$ cat src/design/drc_ram.sv
// Generic single-write, single-read RAM with registered read data.
`timescale 1ns / 1ps
`default_nettype none
module drc_ram #(
   parameter int WIDTH = 16,
   parameter int DEPTH = 256
) (
   input  logic                     clock,
   input  logic                     we,
   input  logic [$clog2(DEPTH)-1:0] waddr,
   input  logic [WIDTH-1:0]         wdata,
   input  logic                     re,
   input  logic [$clog2(DEPTH)-1:0] raddr,
   output logic [WIDTH-1:0]         rdata
);
   logic [WIDTH-1:0] mem [DEPTH];
   logic [WIDTH-1:0] rdata_ff;

   always_ff @(posedge clock) begin
      if (we) begin
         mem[waddr] <= wdata;
      end
      if (re) begin
         rdata_ff <= mem[raddr];
      end
   end

   assign rdata = rdata_ff;
endmodule
`default_nettype wire

$ cat config.mk
export PLATFORM = sky130hd
export DESIGN_NAME = drc_ram
export DESIGN_NICKNAME = d
export VERILOG_FILES = /design/src/design/drc_ram.sv
export SDC_FILE = /design/constraint.sdc
export NUM_CORES = 2
export LEC_CHECK = 0
export BUFFER_PORTS_ARGS = -buffer_cell sky130_fd_sc_hd__buf_2
export CAP_MARGIN = 20
export CORE_MARGIN = 4
export CORE_UTILIZATION = 43
export CTS_CLUSTER_SIZE = 12
export DETAILED_ROUTE_END_ITERATION = 10
export PLACE_DENSITY = 0.63
export SETUP_SLACK_MARGIN = 0.2
export SYNTH_ARGS = -nofsm -noshare
export SYNTH_HDL_FRONTEND = slang
export SYNTH_SLANG_ARGS = --single-unit
$ cat constraint.sdc
create_clock -name clock -period 3.2 [get_ports clock]
set_input_delay 0.64 -clock clock [delete_from_list [all_inputs] [get_ports clock]]
set_output_delay 0.64 -clock clock [all_outputs]
set_load 0.01 [all_outputs]
* Word level (Yosys, flattened, before mapping)
Memory sizes are Yosys's and may differ from the RTL's. A register that Yosys moved wholly into a read port is not among the register bits.
Index checks and enable logic that the tools add are counted.
W data, S select, Z words.
** Storage, ports and cells
- Memories kept :: 1
- Bits in writable memories :: 4096
- Logic and storage cells :: 3
- Register bits :: 0
- Output and inout port bits :: 16
- Bits of input ports :: 35
** Operators by class
- Muxes and demuxes :: 2
** Memory list
- mem :: words 256, width 16, read ports 1, clocked after memory_dff 1, wr ports 1, RTL line 16 : logic [WIDTH-1:0] mem [DEPTH];
** Operators with widths (number)
- $mux W1 :: 2

* Depth between registers and ports, before layout
- Word-level depth :: 2
- Gate-level depth with buffers :: 12
- Gate-level depth less buffers :: 6

* Worst setup path after synthesis
Ideal clock, no wire load.
- Kind :: in2reg
- Start :: input raddr[0]
- End :: register rdata_ff[4] (netlist: rdata[4]) (read register of mem) (data pin)
- Required time :: 2935 ps
- Path buffers :: 3
- Arrival time :: 2624 ps
- Cell stages on the path :: 8
- Setup time :: 265 ps
- Setup slack :: 311 ps
- Path through :: buf_6 > buf_6 > buf_2 > mux4_2 > mux4_2 > a22o_1 > o32ai_2 > nor4_2
** RTL lines
- start, declared :: RTL line 13 : input logic [$clog2(DEPTH)-1:0] raddr,
- end, declared :: RTL line 17 : logic [WIDTH-1:0] rdata_ff;

==> results.yml <==
min_path:
  hold_path.class: "input port to flop"
  holdPathStages: 1
  whs_endpoint: "mem[85][14]$_DFFE_PP_"
  holdCritStartpoint: "wdata[14]"
synth:
  synthArstFlopShare_pct: 0
  synth-edff-count: 4112
  synth_area_leaders: "edfxtp_1 (78%), mux4_2 (11%), mux2i_1 (3.6%)"
  synth_most_common_cell: "edfxtp_1"
  avgSynthCellArea_um2: 21.6
  yosysSeqAreaShare_pct: 77.7
  synth_fp_nets: 7395
  yosys_warnings: 0
  yosys_most_used_dff: "edfxtp_1"
  ys_ff_latch: 4112
  syn-cell-area_um2: 159000
  synth_common_cells: "edfxtp_1 (4112), mux4_2 (797), mux2i_1 (565), nor2_1 (304), o221ai_1 (252)"
  syn_inst: 7360
  ys_types: 51
  synth_top_area_cell: "edfxtp_1"
  netlist.area_leader.share_pct: 77.7
placement:
  gp_congestion: 0.865
  hpwl_um: 269000
  dp.cells: 12900
  place_area_um2: 173000
  placement.io_buffers: 50
timing:
  rsz0062_at_grt: "yes"
  fin_crit_sh_pct: 94.3
  max_freq_mhz: 331
  period_needed_ps: 3020
  drv_slew: 0
  tightest_slew_ps: 1120
  slew_headroom_pct: 25.2
  setup_viol: 0
  fin_setup_tns_ps: 0
  finClkSkew_ps: 55.5
  hold_viol: 0
power_and_ir_drop:
  total_leakage_power_nw: 59.2
  ir_worst_vdd_mv: 0.429
  power.density_nw_per_um2: 591
  power_mw: 109
critical_path:
  cp_common_cell: "buf_12"
  regToRegEndpoint: "rdata[15]$_DFFE_PP_"
  crit_required_ps: 3920
  r2r_cells: 6
  crit_arrival_ps: 3740
  critPathMaxFanout: 20
  crit_slowest_cell: "o221ai_1"
  crit_chain: "buf_12 > buf_12 > buf_12 > buf_12 > buf_4 > mux2i_1 > o221ai_1 > o22ai_1 > a21oi_1 > buf_4 > nand4_1 > nor4_1"
  startpoint: "raddr[0]"
  start_kind: "input port"
  crit_buf_inv: 6
  slowest_delay_ps: 410
  end_kind: "flop"
  r2r_setup_slack_ps: 290
  cp_top_family: "buffers and inverters"
  r2r_start: "mem[63][15]$_DFFE_PP_"
  path_class: "input port to flop"
clock_tree:
  cts_sinks: 4112
  hold_buffers: 0
  h-tree-depth: 5
  clockBufferDepth: 4
  insertion_delay_ps: 930
  cts_buffers: 411
  root_buffer: "clkbuf_16"
  path_clk_slew_ps: 60
  cts_tree: "yes"
global_route:
  grt_max_degree: 105
  grt_pass1_vias: 80900
  grt_util_met2_pct: 35.8
  gr-total-overflow: 0
  globalRouteTotalUtil_pct: 22.3
  grt_antenna_before_repair: 35
  grt_pass1_wl_um: 610000
  busiest_layer: "met2"
  grt_use_met1_pct: 30.6
  met3_usage_pct: 4.57
layout:
  drive_gt1_share_pct: 29.3
  area_growth_pct: 16.0
  final_cells: 13500
  fillCellCount: 29000
  fin_nets: 8397
  stdcell_area_um2: 184000
route:
  via_per_inst: 6.00
  drc: 0
  via_count: 81000
  ant_nets: 0
  finalWirelength_um: 429000
  wl_per_cell_um: 31.8
  first_pass_iters: 6
  drt_first_iter_violations: 10500
die:
  start_util_pct: 43.3
  rows: 222
  die_w_um: 616
  num_io_pins: 51
  die_h_um: 616
  die_area_um2: 379000
  fp.coreArea_um2: 367000
flow_run:
  maxCapViolations: 0
outcome:
  status: "completed"
[logic make-up after synthesis]
group | after synthesis | share of synthesized area (%)
buffers and inverters | 456 | 1.69
DFF | 4112 | 77.7
muxes | 1450 | 15.5
and+or+nand+nor | 556 | 1.57
AOI/OAI and AO/OA | 786 | 3.53
[where the power goes]
group	internal [mW]	switching, mW	total (mW)	leakage (nW)
Sequential	59.4	0.0911	59.5	37.0
Combinational	2.41	3.84	6.25	16.6
Clock	24.1	19.0	43.1	5.62
Total	85.9	23.0	109	59.2
[worst max-delay path by stage]
stage / to / depth (start not counted)
6_report: rdata[14]$_DFFE_PP_ / 12
5_1_grt: rdata[10]$_DFFE_PP_ / 12
4_1_cts: rdata[10]$_DFFE_PP_ / 12
3_5_place_dp: rdata[10]$_DFFE_PP_ / 12
3_3_place_gp: rdata[10]$_DFFE_PP_ / 12
2_1_floorplan: rdata[4]$_DFFE_PP_ / 8
[cell type report]
class                           instances  area (um2)  share of cell area [%]
Antenna cell                           17        42.5                  0.0231
Clock buffer                          504       10700                    5.81
Clock inverter                        113         836                   0.454
Inverter                                4        27.5                  0.0149
Multi-Input combinational cell       2792       33100                    17.9
Sequential cell                      4112      123000                    67.0
Tap cell                             4928        6170                    3.35
Timing Repair Buffer                 1041        9950                    5.40
[worst register-to-register path: stages (launching register included)]
cell	delay [ps]
edfxtp_1	350
mux4_2	490
mux4_2	560
a22o_1	430
o32ai_2	580
buf_4	210
nor4_1	50
[cells in the final DEF, fill, tap and decap left out, types with 90 or more instances in the layout]
| master | Yosys | layout |
|---|---|---|
| o221ai_1 | 252 | 252 |
| mux4_2 | 797 | 797 |
| clkbuf_16 | 0 | 414 |
| buf_4 | 26 | 827 |
| nor2_1 | 304 | 232 |
| edfxtp_1 | 4112 | 4112 |
| o22ai_1 | 148 | 146 |
| mux2i_1 | 565 | 565 |
| a21oi_1 | 175 | 174 |
| clkbuf_1 | 230 | 90 |
| buf_12 | 5 | 165 |
[what timing repair did]
item,CTS,global route
buffers inserted,0,0
pin swaps,0,1
resized for setup,8,10
gates cloned,0,0
hold endpoints to repair,0,0
setup endpoints to repair,7,8
[metrics by stage]
step	utilization, %	worst slack, ps	hold slack, ps
floorplan	-	311	739
global placement	47.0	-1110	1050
detailed placement	47.0	-1110	1070
CTS	50.2	76.8	93.2
global route	50.2	133	102
finish	50.2	183	144
[flip-flops by register name, summed over array words and instances, names as in the netlist]
register / cells
rdata: 16
mem: 4096
[routing by layer]
layer	routed length [um]	share of wire (%)
met1	168000	39
met2	207000	48
met3	38900	9.1
met4	15100	3.5
met5	58	0.014
No activity file was read; power rests on OpenSTA's default activity.
