$ cat src/design/drc_pkg.sv
// Shared types, constants and constant functions of the diagonal recurrent cell.
`timescale 1ns / 1ps
`default_nettype none
package drc_pkg;

   localparam int MAX_DIM   = 256;
   localparam int MAX_BATCH = 8;
   localparam int HID_DEPTH = MAX_BATCH * MAX_DIM;
   localparam int HID_AW    = $clog2(HID_DEPTH);
   localparam int COEF_AW   = $clog2(MAX_DIM);

   localparam logic [1:0] OP_LOAD_COEF   = 2'd0;
   localparam logic [1:0] OP_LOAD_HIDDEN = 2'd1;
   localparam logic [1:0] OP_STEP        = 2'd2;

   localparam int EXP_T_STEPS = 16;
   localparam int EXP_S_STEPS = 13;
   localparam int DIV_STEPS   = 13;
   localparam int WB_DEPTH    = 3 + 2 * EXP_T_STEPS + 1 + DIV_STEPS + 1
                                + 2 * EXP_S_STEPS + 1 + DIV_STEPS + 2;

   localparam logic [44:0] FRAC44 = 45'd1 << 44;

   typedef logic [15:0][63:0] exp_tab_type;

   typedef struct packed {
      logic               is_step;
      logic [2:0]         batch;
      logic [7:0]         dim;
      logic signed [15:0] init;
      logic signed [15:0] wx;
      logic signed [15:0] pre;
      logic               neg;
      logic [15:0]        kval;
      logic signed [13:0] hn;
   } side_type;

   typedef struct packed {
      logic [63:0] e;
      logic        any;
   } exp_type;

   typedef struct packed {
      logic [60:0] rem;
      logic [58:0] dsr;
      logic [12:0] quo;
   } div_type;

   function automatic logic [63:0] mul_hi_f(input logic [63:0] a, input logic [63:0] b);
      logic [63:0] p00, p01, p10, p11, mid;
      p00 = {32'd0, a[31:0]} * {32'd0, b[31:0]};
      p01 = {32'd0, a[31:0]} * {32'd0, b[63:32]};
      p10 = {32'd0, a[63:32]} * {32'd0, b[31:0]};
      p11 = {32'd0, a[63:32]} * {32'd0, b[63:32]};
      mid = {32'd0, p00[63:32]} + {32'd0, p01[31:0]} + {32'd0, p10[31:0]};
      return p11 + {32'd0, p01[63:32]} + {32'd0, p10[63:32]} + {32'd0, mid[63:32]};
   endfunction

   // Entry i holds exp(-2^i / 2048) as a 64-bit fraction.
   function automatic exp_tab_type build_exp_tab_f();
      exp_tab_type tab;
      logic [63:0] acc, term;
      acc  = 64'd0 - (64'd1 << 53);
      term = 64'd1 << 53;
      term = (term >> 11) / 2;  acc = acc + term;
      term = (term >> 11) / 3;  acc = acc - term;
      term = (term >> 11) / 4;  acc = acc + term;
      term = (term >> 11) / 5;  acc = acc - term;
      term = (term >> 11) / 6;  acc = acc + term;
      term = (term >> 11) / 7;  acc = acc - term;
      term = (term >> 11) / 8;  acc = acc + term;
      tab[0] = acc;
      for (int i = 1; i < 16; i++) begin
         tab[i] = mul_hi_f(tab[i-1], tab[i-1]);
      end
      return tab;
   endfunction

   localparam exp_tab_type EXP_TAB = build_exp_tab_f();

endpackage
`default_nettype wire

$ cat src/design/drc_div_step.sv
// One quotient bit of a restoring division.
`timescale 1ns / 1ps
`default_nettype none
module drc_div_step (
   input  logic              clock,
   input  logic              enable,
   input  drc_pkg::side_type side_in,
   input  drc_pkg::div_type  div_in,
   output drc_pkg::side_type side_out,
   output drc_pkg::div_type  div_out
);
   import drc_pkg::*;

   side_type    side_ff;
   div_type     div_ff, div_in_next;
   logic        fits;
   logic [60:0] diff;

   always_comb begin
      fits = div_in.rem >= {2'd0, div_in.dsr};
      diff = fits ? (div_in.rem - {2'd0, div_in.dsr}) : div_in.rem;
      div_in_next.rem = {diff[59:0], 1'b0};
      div_in_next.dsr = div_in.dsr;
      div_in_next.quo = {div_in.quo[11:0], fits};
   end

   always_ff @(posedge clock) begin
      if (enable) begin
         side_ff <= side_in;
         div_ff  <= div_in_next;
      end
   end

   assign side_out = side_ff;
   assign div_out  = div_ff;
endmodule
`default_nettype wire

$ cat config.mk
export PLATFORM = sky130hd
export DESIGN_NAME = drc_div_step
export DESIGN_NICKNAME = d
export VERILOG_FILES = /design/src/design/drc_pkg.sv /design/src/design/drc_div_step.sv
export SDC_FILE = /design/constraint.sdc
export NUM_CORES = 1
export LEC_CHECK = 0
export ABC_AREA = 1
export BUFFER_PORTS_ARGS = -buffer_cell sky130_fd_sc_hd__buf_4
export CAP_MARGIN = 15
export CELL_PAD_IN_SITES_DETAIL_PLACEMENT = 0
export CELL_PAD_IN_SITES_GLOBAL_PLACEMENT = 1
export CORE_UTILIZATION = 39
export DETAILED_ROUTE_END_ITERATION = 8
export GPL_ROUTABILITY_DRIVEN = 0
export GPL_TIMING_DRIVEN = 0
export PLACE_DENSITY_LB_ADDON = 0.1
export SLEW_MARGIN = 20
export SYNTH_ARGS = -nofsm -noshare
export SYNTH_HDL_FRONTEND = slang
export SYNTH_SLANG_ARGS = --single-unit
$ cat constraint.sdc
create_clock -name clock -period 6.3 [get_ports clock]
set_input_delay 0.63 -clock clock [delete_from_list [all_inputs] [get_ports clock]]
set_output_delay 0.63 -clock clock [all_outputs]
set_load 0.01 [all_outputs]
### Word level (Yosys, flattened, before mapping)

Index checks and enable logic that the tools add are counted.

* $lt $le $gt $ge: 1
* multiplexer cells: 1
* add/sub/neg operators: 1

Operator list (number)
* >= comparator 61 x 59 -> 1 bit: 1
* 2-to-1 mux 60 bit: 1
* subtractor 60 x 59 -> 60 bit: 1

* output and inout port bits: 224
* bits in registers: 223
* word-level logic and storage cells: 15
* input port bits: 226

### Longest topological paths before layout

Gate-level depths: netlist (run 1).

* depth in word-level cells: 2
* depth in mapped cells: 18
* gate-level depth less buffers: 16

### Least setup slack after synthesis (run 1)

Ideal clock, no wire load.

* path kind: input-to-reg
* start: input div_in[15] in the netlist's numbering
* end: register div_ff (netlist bit div_out[82]), data pin
* required time: 6.042 ns
* buffers on the path: 2
* stages: 16
* path slack: 3.782 ns
* arrival time: 2.261 ns
* cells stage by stage: inv_1 ha_1 buf_6 nand2_2 nand2_1 inv_2 nand2_2 nand2_1 nand2_2 nand2_1 nand2_1 nand2_1 nand2_2 a21oi_4 buf_4 o21ai_1

* cells in the longest elaborated chain, start to end: 2
* elaborated cells on any way between the ends: 3

Ends and longest elaborated chain
* from (decl): line drc_div_step.sv:8 `input drc_pkg::div_type div_in,`
* subtractor 60 x 59 -> 60 bit / >= comparator 61 x 59 -> 1 bit (equally long branches): line drc_div_step.sv:21, drc_div_step.sv:20
* 2-to-1 mux 60 bit (*): line drc_div_step.sv:21 `diff = fits ? (div_in.rem - {2'd0, div_in.dsr}) : div_in.rem;`
* named net diff[9]: line drc_div_step.sv:17 `logic [60:0] diff;`
* to (signal assigned): line drc_div_step.sv:30 `div_ff <= div_in_next;`
* to (decl): line drc_div_step.sv:15 `div_type div_ff, div_in_next;`

Mark *: on every way through the listed nets, which the timed path passes. The rest lies on a longest branch.
A chain may end at the register's enable or synchronous reset.

### Worst setup path in the final report (run 1)

* start: input div_in[56] in the netlist's numbering
* end: register div_ff (netlist bit div_out[116]), data pin

* cells in the longest elaborated chain, start to end: 2
* elaborated cells on any way between the ends: 3

Ends and longest elaborated chain
* >= comparator 61 x 59 -> 1 bit: line drc_div_step.sv:20 `fits = div_in.rem >= {2'd0, div_in.dsr};`
* named net fits: line drc_div_step.sv:16 `logic fits;`
* 2-to-1 mux 60 bit: line drc_div_step.sv:21
* named net diff[43]: line drc_div_step.sv:17

The timed path passes the listed nets, and every way through them passes these cells.

==> results.toml, run 1 <==
[clock_tree]
cts.reportedPaths.clkPinSlew_ns = 0.06
cts_root_buf = "clkbuf_16"
post_cts_buffers = 0
cts_max_level = 1
postCtsHoldBufs = 0
clk_path_buf_depth = 3
cts.repair.resized = 0
cts_tree = "yes"
numCtsBuffers = 26
clock_sinks = 223

[synthesis]
synth-main-ff-cell = "edfxtp_1"
seq_area_frac_synth_pct = 50.7
ys_seq_elements = 223
synth.top_cells.by_area = "edfxtp_1, nand2_1, inv_1"
synth.distinct_cells = 31
synthCells = 1650
netlist.top_cell.by_area = "edfxtp_1"
syn_nets = 1936
synth_top_area_share_pct = 50.7
syn_area_per_cell_um2 = 8.00
yosysWarnings = 0
ys_async_sr_fraction_pct = 0
netlist_area_um2 = 13200
synth_edf_count = 223

[grt]
grt_pass1_wl_mm = 63.8
grt_max_degree = 110
grt_pass1_vias = 11300
overflow = 0
grt_use_total_pct = 24.8
grt_antenna_before_repair = 1

[cells_and_area]
layout-drive-gt1-share_pct = 24.2
final_cell_mix = "nand2_1, buf_4, inv_1, edfxtp_1, nor2_1"
fillCellCount = 3297
fin_nets = 2413
final_common_cell = "nand2_1"
ff_latch_area_um2 = 6700
syn2layout_area_growth_pct = 36.4
multi_input_area_um2 = 5040

[sta]
final-setup-viol-count = 0
final_max_slew_viol_count = 0
fin_crit_sh_pct = 43.2
finalSetupTns_ns = 0
max_freq_ghz = 0.367
worst_slew_pin_slew_ns = 0.563
final_hold_viol_count = 0
max_slew_margin_pct = 62.4
rsz0062_at_grt = "false"
min_period_ns = 2.72

[worst_hold_path]
min_from = "side_in[9]"
hold_path_end = "side_out[9]"
hold_class = "in2reg"
hold_depth = 1

[placed_design]
hpwl_mm = 36.8
port_buffers = 447

[drt]
drt-total-wl_mm = 44.3
routed_via_density = 4.60
wl_per_cell_um = 17.1
vias = 11900
drt.antenna.violating_nets = 0
drtIter0Drc = 710
drc_errors = 0
first_pass_iters = 6

[run_status]
outcome = "finished, final reports clean"

[critical_path]
startpoint_type = "input pin"
crit_path_end_kind = "flop"
required_ns = 6.70
path_class = "in2reg"
crit_fanout = 10
crit_arrival_ns = 3.12

[power]
vdd_drop_max_uv = 185
totalPowerFinal_mw = 4.41
leakagePower_nw = 9.30
p_per_area_nw_per_um2 = 245

[flow_run]
maxCapViolCount = 0

[floorplanning]
die_h_um = 186
start_util_pct = 39.5
dieArea_um2 = 34600
die_w_um = 186
num_rows = 67
io_pins = 450
coreArea_um2 = 33400
-- cells in the mapped netlist (2+ instances only) --
| cell type | n |
|---|---|
| inv_1 | 355 |
| and3_1 | 3 |
| inv_2 | 2 |
| and2_1 | 8 |
| edfxtp_1 | 223 |
| a21oi_1 | 39 |
| xor2_1 | 2 |
| nand4_1 | 15 |
| nand3_1 | 75 |
| buf_4 | 3 |
| nand2_1 | 645 |
| xnor2_1 | 28 |
| nor2_1 | 110 |
| o21bai_1 | 2 |
| buf_2 | 3 |
| ha_1 | 59 |
| buf_6 | 8 |
| nand3b_1 | 11 |
| o21ai_0 | 2 |
| nor3_1 | 9 |
| nor4_1 | 2 |
| nand2_2 | 8 |
| o21ai_2 | 6 |
| o21ai_1 | 25 |
-- area by class of cell --
class | instances | share of cell area, %
diodes | 1 | 0.0139
plain buffers | 14 | 0.709
clock buffers | 33 | 3.88
clock inverters | 15 | 0.688
inverters | 357 | 7.44
multi-input cells | 1056 | 28.0
flip-flops and latches | 223 | 37.2
well taps | 448 | 3.11
repair buffers | 449 | 19.0
-- sequential cells by signal (all words and copies together) (netlist names) --
name / count
side_out: 91
div_out: 132
-- worst max-delay path: stages --
cell and delay, ns:
buf_4 0.08, inv_1 0.04, ha_1 0.48, nand2_1 0.15
nor2_1 0.19, nand2_1 0.15, nor2_1 0.20, nand2_1 0.15
nor2_1 0.12, nor2_1 0.06, nand2_2 0.08, inv_1 0.04
nand2_1 0.07, buf_2 0.31, nand3_1 0.25, nand2_1 0.11
-- metrics by stage --
| step | setup WS, ns | util [%] | hold WS (ns) | std cells | cell area (um^2) |
|---|---|---|---|---|---|
| final | 3.58 | 53.8 | 0.260 | 2596 | 18000 |
| after global routing | 3.47 | 53.8 | 0.237 | 2595 | 18000 |
| after CTS | 3.64 | 53.8 | 0.234 | 2595 | 18000 |
| after detailed placement | 3.07 | 51.4 | 0.809 | 2547 | 17200 |
| after global placement | 3.08 | 51.2 | 0.808 | 2545 | 17100 |
| after floorplan | 3.78 | - | 0.729 | 1650 | 13200 |
-- worst max-delay path by stage --
stage                     startpoint            to  slack [ns]  cells past startpoint
final                     div_in[56]  div_out[116]        3.58                     16
after floorplan           div_in[15]   div_out[82]        3.78                     16
after global routing      div_in[15]   div_out[79]        3.47                     17
after detailed placement  div_in[15]   div_out[79]        3.07                     17
after CTS                 div_in[56]  div_out[116]        3.64                     16
after global placement    div_in[56]  div_out[116]        3.08                     16
-- logic make-up (layout without fill, tap and decap cells) --
family                     after synthesis  after routing  synth area share (%)
xor gates and xnor gates                30             30                  1.99
DFF                                    223            223                  50.7
other                                    1              2                0.0284
AOI/OAI and AO/OA                       75             75                  3.14
and+or+nand+nor                        890            890                  27.3
buffers and inverters                  371            868                  11.1
adders and majority gates               60             60                  5.74
-- metal layers --
layer / up-vias / GRT usage, % / share of wire, %
li1: 6074 / - / -
met1: 5418 / 32.7 / 44
met2: 386 / 41.3 / 46
met3: 56 / 4.83 / 7.8
met4: 0 / 6.72 / 2.3
met5: - / 0 / 0
-- power breakdown --
group	switching [mW]	total, mW	internal [mW]
combinational	0.627	1.10	0.470
clock	0.596	1.46	0.862
sequential	0.0408	1.86	1.82
total	1.26	4.41	3.15
(Power assumes the default switching activity.)
==> run 2, diff against run 1 <==
--- a/config.mk
+++ b/config.mk
@@ -10,7 +10,7 @@
 export CAP_MARGIN = 15
 export CELL_PAD_IN_SITES_DETAIL_PLACEMENT = 0
 export CELL_PAD_IN_SITES_GLOBAL_PLACEMENT = 1
-export CORE_UTILIZATION = 39
+export CORE_UTILIZATION = 37
 export DETAILED_ROUTE_END_ITERATION = 8
 export GPL_ROUTABILITY_DRIVEN = 0
 export GPL_TIMING_DRIVEN = 0
==> constraint.sdc (replaced) <==
create_clock -name clock -period 2.8 [get_ports clock]
set_input_delay 0.28 -clock clock [delete_from_list [all_inputs] [get_ports clock]]
set_output_delay 0.28 -clock clock [all_outputs]
set_load 0.01 [all_outputs]
==> results.toml, run 2 (synthesis results as in run 1) <==
[critical_path]
crit_arrival_ns = 2.99
path_class = "in2reg"
crit_path_end_kind = "flop"
path_cells = "dlygate4sd3_1, buf_4, ha_2, nand2_1, nor2_1, nand2_1, nor2_1, nand2_1, nor2_1, nor2_1, nand2_2, a21oi_4, buf_12, buf_12, buf_6, nand2_1, nand2_1"
required_ns = 3.11
crit_fanout = 10
cp_slowest_cell = "dlygate4sd3_1"
max_stage_delay_ns = 0.54
startpoint_type = "input pin"
path_common_cell = "nand2_1"

[clock_tree]
cts_tree = "yes"
cts.reportedPaths.clkPinSlew_ns = 0.06
numCtsBuffers = 25
clk_path_buf_depth = 3
clock_sinks = 223
cts_max_level = 1
cts_root_buf = "clkbuf_16"

[cells_and_area]
post-route-util_pct = 58.2
layout-drive-gt1-share_pct = 23.2
largest_reg_flops = 132
ff_latch_area_um2 = 6700
final_common_cell = "nand2_1"
fillCellCount = 3168
syn2layout_area_growth_pct = 53.4
fin_nets = 2623
multi_input_area_um2 = 5130
final_cell_mix = "nand2_1, buf_4, inv_1, edfxtp_1, dlygate4sd3_1"

[drt]
wl_per_cell_um = 17.3
drt.antenna.violating_nets = 0
routed_via_density = 4.59
vias = 12900
drt-total-wl_mm = 48.4
drtIter0Drc = 678
first_pass_iters = 5
drc_errors = 0

[run_status]
outcome = "finished, final reports clean"

[grt]
grt_antenna_before_repair = 2
grt_pass1_wl_mm = 70.8
grt_use_total_pct = 25.7
overflow = 0
grt_pass1_vias = 12500
grt_max_degree = 81

[floorplanning]
num_rows = 68
start_util_pct = 37.9
io_pins = 450
coreArea_um2 = 34800
die_h_um = 191
die_w_um = 191
dieArea_um2 = 36400

[sta]
final_max_slew_viol_count = 0
finalSetupTns_ns = 0
max_slew_margin_pct = 55.7
max_freq_ghz = 0.373
min_period_ns = 2.68
fin_crit_sh_pct = 95.7
final-setup-viol-count = 0
worst_slew_pin_slew_ns = 0.664
final_hold_viol_count = 0

[placed_design]
hpwl_mm = 38.1
port_buffers = 447

[power]
vdd_drop_max_uv = 530
leakagePower_nw = 10.2
p_per_area_nw_per_um2 = 515

[flow_run]
maxCapViolCount = 0

[worst_hold_path]
hold_class = "in2reg"
==> run 2: cell count changes in the layout (fill, tap and decap cells not counted), sizes merged <==
| cell | before | now |
|---|---|---|
| bufinv | 2 | 5 |
| clkinvlp | 1 | 0 |
| buf | 463 | 466 |
| clkbuf | 33 | 31 |
| dlygate4sd3 | 0 | 205 |
| clkinv | 11 | 7 |
| inv | 358 | 359 |
==> run 2: path summary, 6_finish.rpt <==
kind                     from      endpoint  slack [ns]  cells past startpoint
setup / recovery  div_in[113]  div_out[115]        0.12                     17
hold / removal     div_in[96]   div_out[97]        0.02                      3
==> run 2: routing by layer <==
layer	share of wire (%)	GRT usage, %
met1	43	33.1
met2	47	43.7
met3	6.9	4.57
met4	3.1	8.03
met5	0.027	0
==> run 2: metrics by stage <==
stage	instances	hold WS, ns	instance area [um^2]	power, mW	setup WS [ns]
floorplan	1650	0.379	13200	5.46	0.632
global placement	2552	0.458	17100	6.72	-0.101
detailed placement	2554	0.459	17200	6.74	-0.0938
CTS	2801	0.00160	20100	10.5	0.000423
global route	2808	0.0201	20300	10.9	-0.00791
finish	2808	0.0221	20300	10.4	0.121
==> run 2: area by class of cell <==
type	instances	area share [%]
diodes	1	0.0124
plain buffers	14	0.667
multi-input cells	1056	25.3
repair buffers	660	27.4
clock buffers	28	3.14
flip-flops and latches	223	33.1
inverters	357	6.62
well taps	455	2.81
clock inverters	14	1.04
==> run 2: critical path, delay by kind of cell <==
| kind | cells | cell delay, ns |
|---|---|---|
| simple gates | 10 | 1.17 |
| buf+inv | 5 | 1.09 |
| fa+ha+maj | 1 | 0.38 |
| compound gates | 1 | 0.05 |
==> run 2: timing repair <==
action | CTS | global route
resized for setup | 0 | 27
hold endpoints to repair | 205 | 0
setup buffers | 0 | 6
setup endpoints to repair | 0 | 60
hold buffers | 205 | 0
==> run 2: report_power, final <==
group          total, mW  leakage, nW  internal (mW)  switching, mW
clock               3.48        0.417           2.09           1.39
sequential          4.18         2.18           4.09         0.0966
combinational       2.77         7.62           1.26           1.51
total               10.4         10.2           7.44           2.99
==> run 3, diff against run 2 <==
--- a/config.mk
+++ b/config.mk
@@ -14,7 +14,7 @@
 export DETAILED_ROUTE_END_ITERATION = 8
 export GPL_ROUTABILITY_DRIVEN = 0
 export GPL_TIMING_DRIVEN = 0
-export PLACE_DENSITY_LB_ADDON = 0.1
+export PLACE_DENSITY = 0.87
 export SLEW_MARGIN = 20
 export SYNTH_ARGS = -nofsm -noshare
 export SYNTH_HDL_FRONTEND = slang
==> results.toml, run 3 (synthesis results as in run 1) <==
[run_status]
outcome = "finished, final reports clean"

[grt]
overflow = 0
grt_pass1_wl_mm = 71.5
grt_antenna_before_repair = 3
grt_use_total_pct = 26.2
grt_pass1_vias = 13000
grt_max_degree = 109

[clock_tree]
cts_tree = "yes"
cts_max_level = 1
cts.reportedPaths.clkPinSlew_ns = 0.06
clock_sinks = 223
cts_root_buf = "clkbuf_16"
clk_path_buf_depth = 3
numCtsBuffers = 25

[floorplanning]
dieArea_um2 = 36400
die_h_um = 191
coreArea_um2 = 34800
io_pins = 450
start_util_pct = 37.9
num_rows = 68
die_w_um = 191

[drt]
drc_errors = 0
drt-total-wl_mm = 49.0
first_pass_iters = 5
drtIter0Drc = 721
drt.antenna.violating_nets = 0
routed_via_density = 4.65
vias = 13000
wl_per_cell_um = 17.6

[cells_and_area]
syn2layout_area_growth_pct = 50.9
fillCellCount = 3172
final_area_um2 = 19900
fin_nets = 2601
largest_reg_flops = 132
final_cell_mix = "nand2_1, buf_4, inv_1, edfxtp_1, dlygate4sd3_1"
final_common_cell = "nand2_1"
layout-drive-gt1-share_pct = 22.9

[worst_hold_path]
hold_path_end = "div_out[78]"
min_from = "div_in[77]"
hold_depth = 3
hold_class = "in2reg"

[critical_path]
crit_arrival_ns = 3.01
path_cells = "dlygate4sd3_1, buf_4, ha_1, fa_1, inv_1, nand2_1, nand2_1, nand3_1, nand2_1, nand2_1, nand3_1, nand2_1, nand3_1, nand2_1, nand3_1, nand2_1"
cp_slowest_cell = "dlygate4sd3_1"
path_class = "in2reg"
path_common_cell = "nand2_1"
required_ns = 3.12
crit_fanout = 4
startpoint_type = "input pin"
critical_path.startpoint = "div_in[13]"
crit_path_end_kind = "flop"
max_stage_delay_ns = 0.54

[sta]
fin_crit_sh_pct = 96.2
max_freq_ghz = 0.371
fin_ws_ns = 0.105
max_slew_margin_pct = 61.3
min_period_ns = 2.69
final-setup-viol-count = 0
final_hold_viol_count = 0
worst_slew_pin_slew_ns = 0.576
final_max_slew_viol_count = 0

[power]
vdd_drop_max_uv = 450
p_per_area_nw_per_um2 = 504
leakagePower_nw = 10.1

[placed_design]
postPlaceCellArea_um2 = 17200
port_buffers = 447
hpwl_mm = 38.0
detailedPlace.worstSlack_ns = -0.0772

[flow_run]
maxCapViolCount = 0
## run 3: changes by cell type in the layout (fill, tap and decap cells not counted), moves of 3 or more
cell           before  now
clkinv_1            3    6
nor2_2             11    8
dlygate4sd3_1     205  187
bufinv_16           5    1
diode_2             1    4
ha_1               55   58
clkinvlp_4          0    3
clkbuf_1            3    0
nor2_1             98  102
buf_4             453  449
## run 3: how the worst max path moves through the flow
stage	to
after floorplan	div_out[82]
after global placement	div_out[79]
after detailed placement	div_out[95]
after CTS	div_out[95]
after global routing	div_out[119]
final	div_out[129]
## run 3: power breakdown
| group | internal [mW] | leakage (nW) | total [mW] | switching (mW) |
|---|---|---|---|---|
| Clock | 1.73 | 0.374 | 3.10 | 1.37 |
| Combinational | 1.24 | 7.51 | 2.74 | 1.50 |
| Sequential | 4.09 | 2.18 | 4.19 | 0.103 |
## run 3: layout make-up
cell class              count  area [um^2]  area share (%)
flip-flops and latches    223         6700            33.6
repair buffers            638         5330            26.8
multi-input cells        1056         5070            25.5
inverters                 357         1340            6.73
clock buffers              25          626            3.14
well taps                 455          569            2.86
clock inverters            19          143           0.716
plain buffers              14          135           0.678
diodes                      4         10.0          0.0503
## run 3: per-stage QoR
stage / TNS (ns) / instances / utilization, % / power [mW] / hold slack (ns)
after global routing: -0.0321 / 2788 / 57.2 / 10.5 / 0.00430
after detailed placement: -1.40 / 2554 / 49.4 / 6.73 / 0.459
after floorplan: 0 / 1650 / - / 5.46 / 0.379
final: 0 / 2791 / 57.2 / 10.0 / 0.0230
after CTS: 0 / 2785 / 57.0 / 10.1 / 0.00237
after global placement: -0.920 / 2552 / 49.2 / 6.70 / 0.459
## run 3: repair_timing
item / 4_1_cts / 5_1_grt
hold buffers: 187 / 0
endpoints found under the setup margin: 0 / 60
setup buffers: 0 / 2
resized for setup: 0 / 14
endpoints found under the hold margin: 187 / 0
## run 3: worst max-delay path: cells and delay by family
family	cells	cell delay, ns
simple gates	11	1.27
buf+inv	3	0.82
fa+ha+maj	2	0.64
## run 3: routing by layer
layer	vias to the layer above	track usage (%)	part of all wire, %
met5	-	0	0.033
met4	2	9.54	3.8
met1	5923	32.6	42
li1	6461	-	-
met3	91	5.25	7.6
met2	488	44.6	47
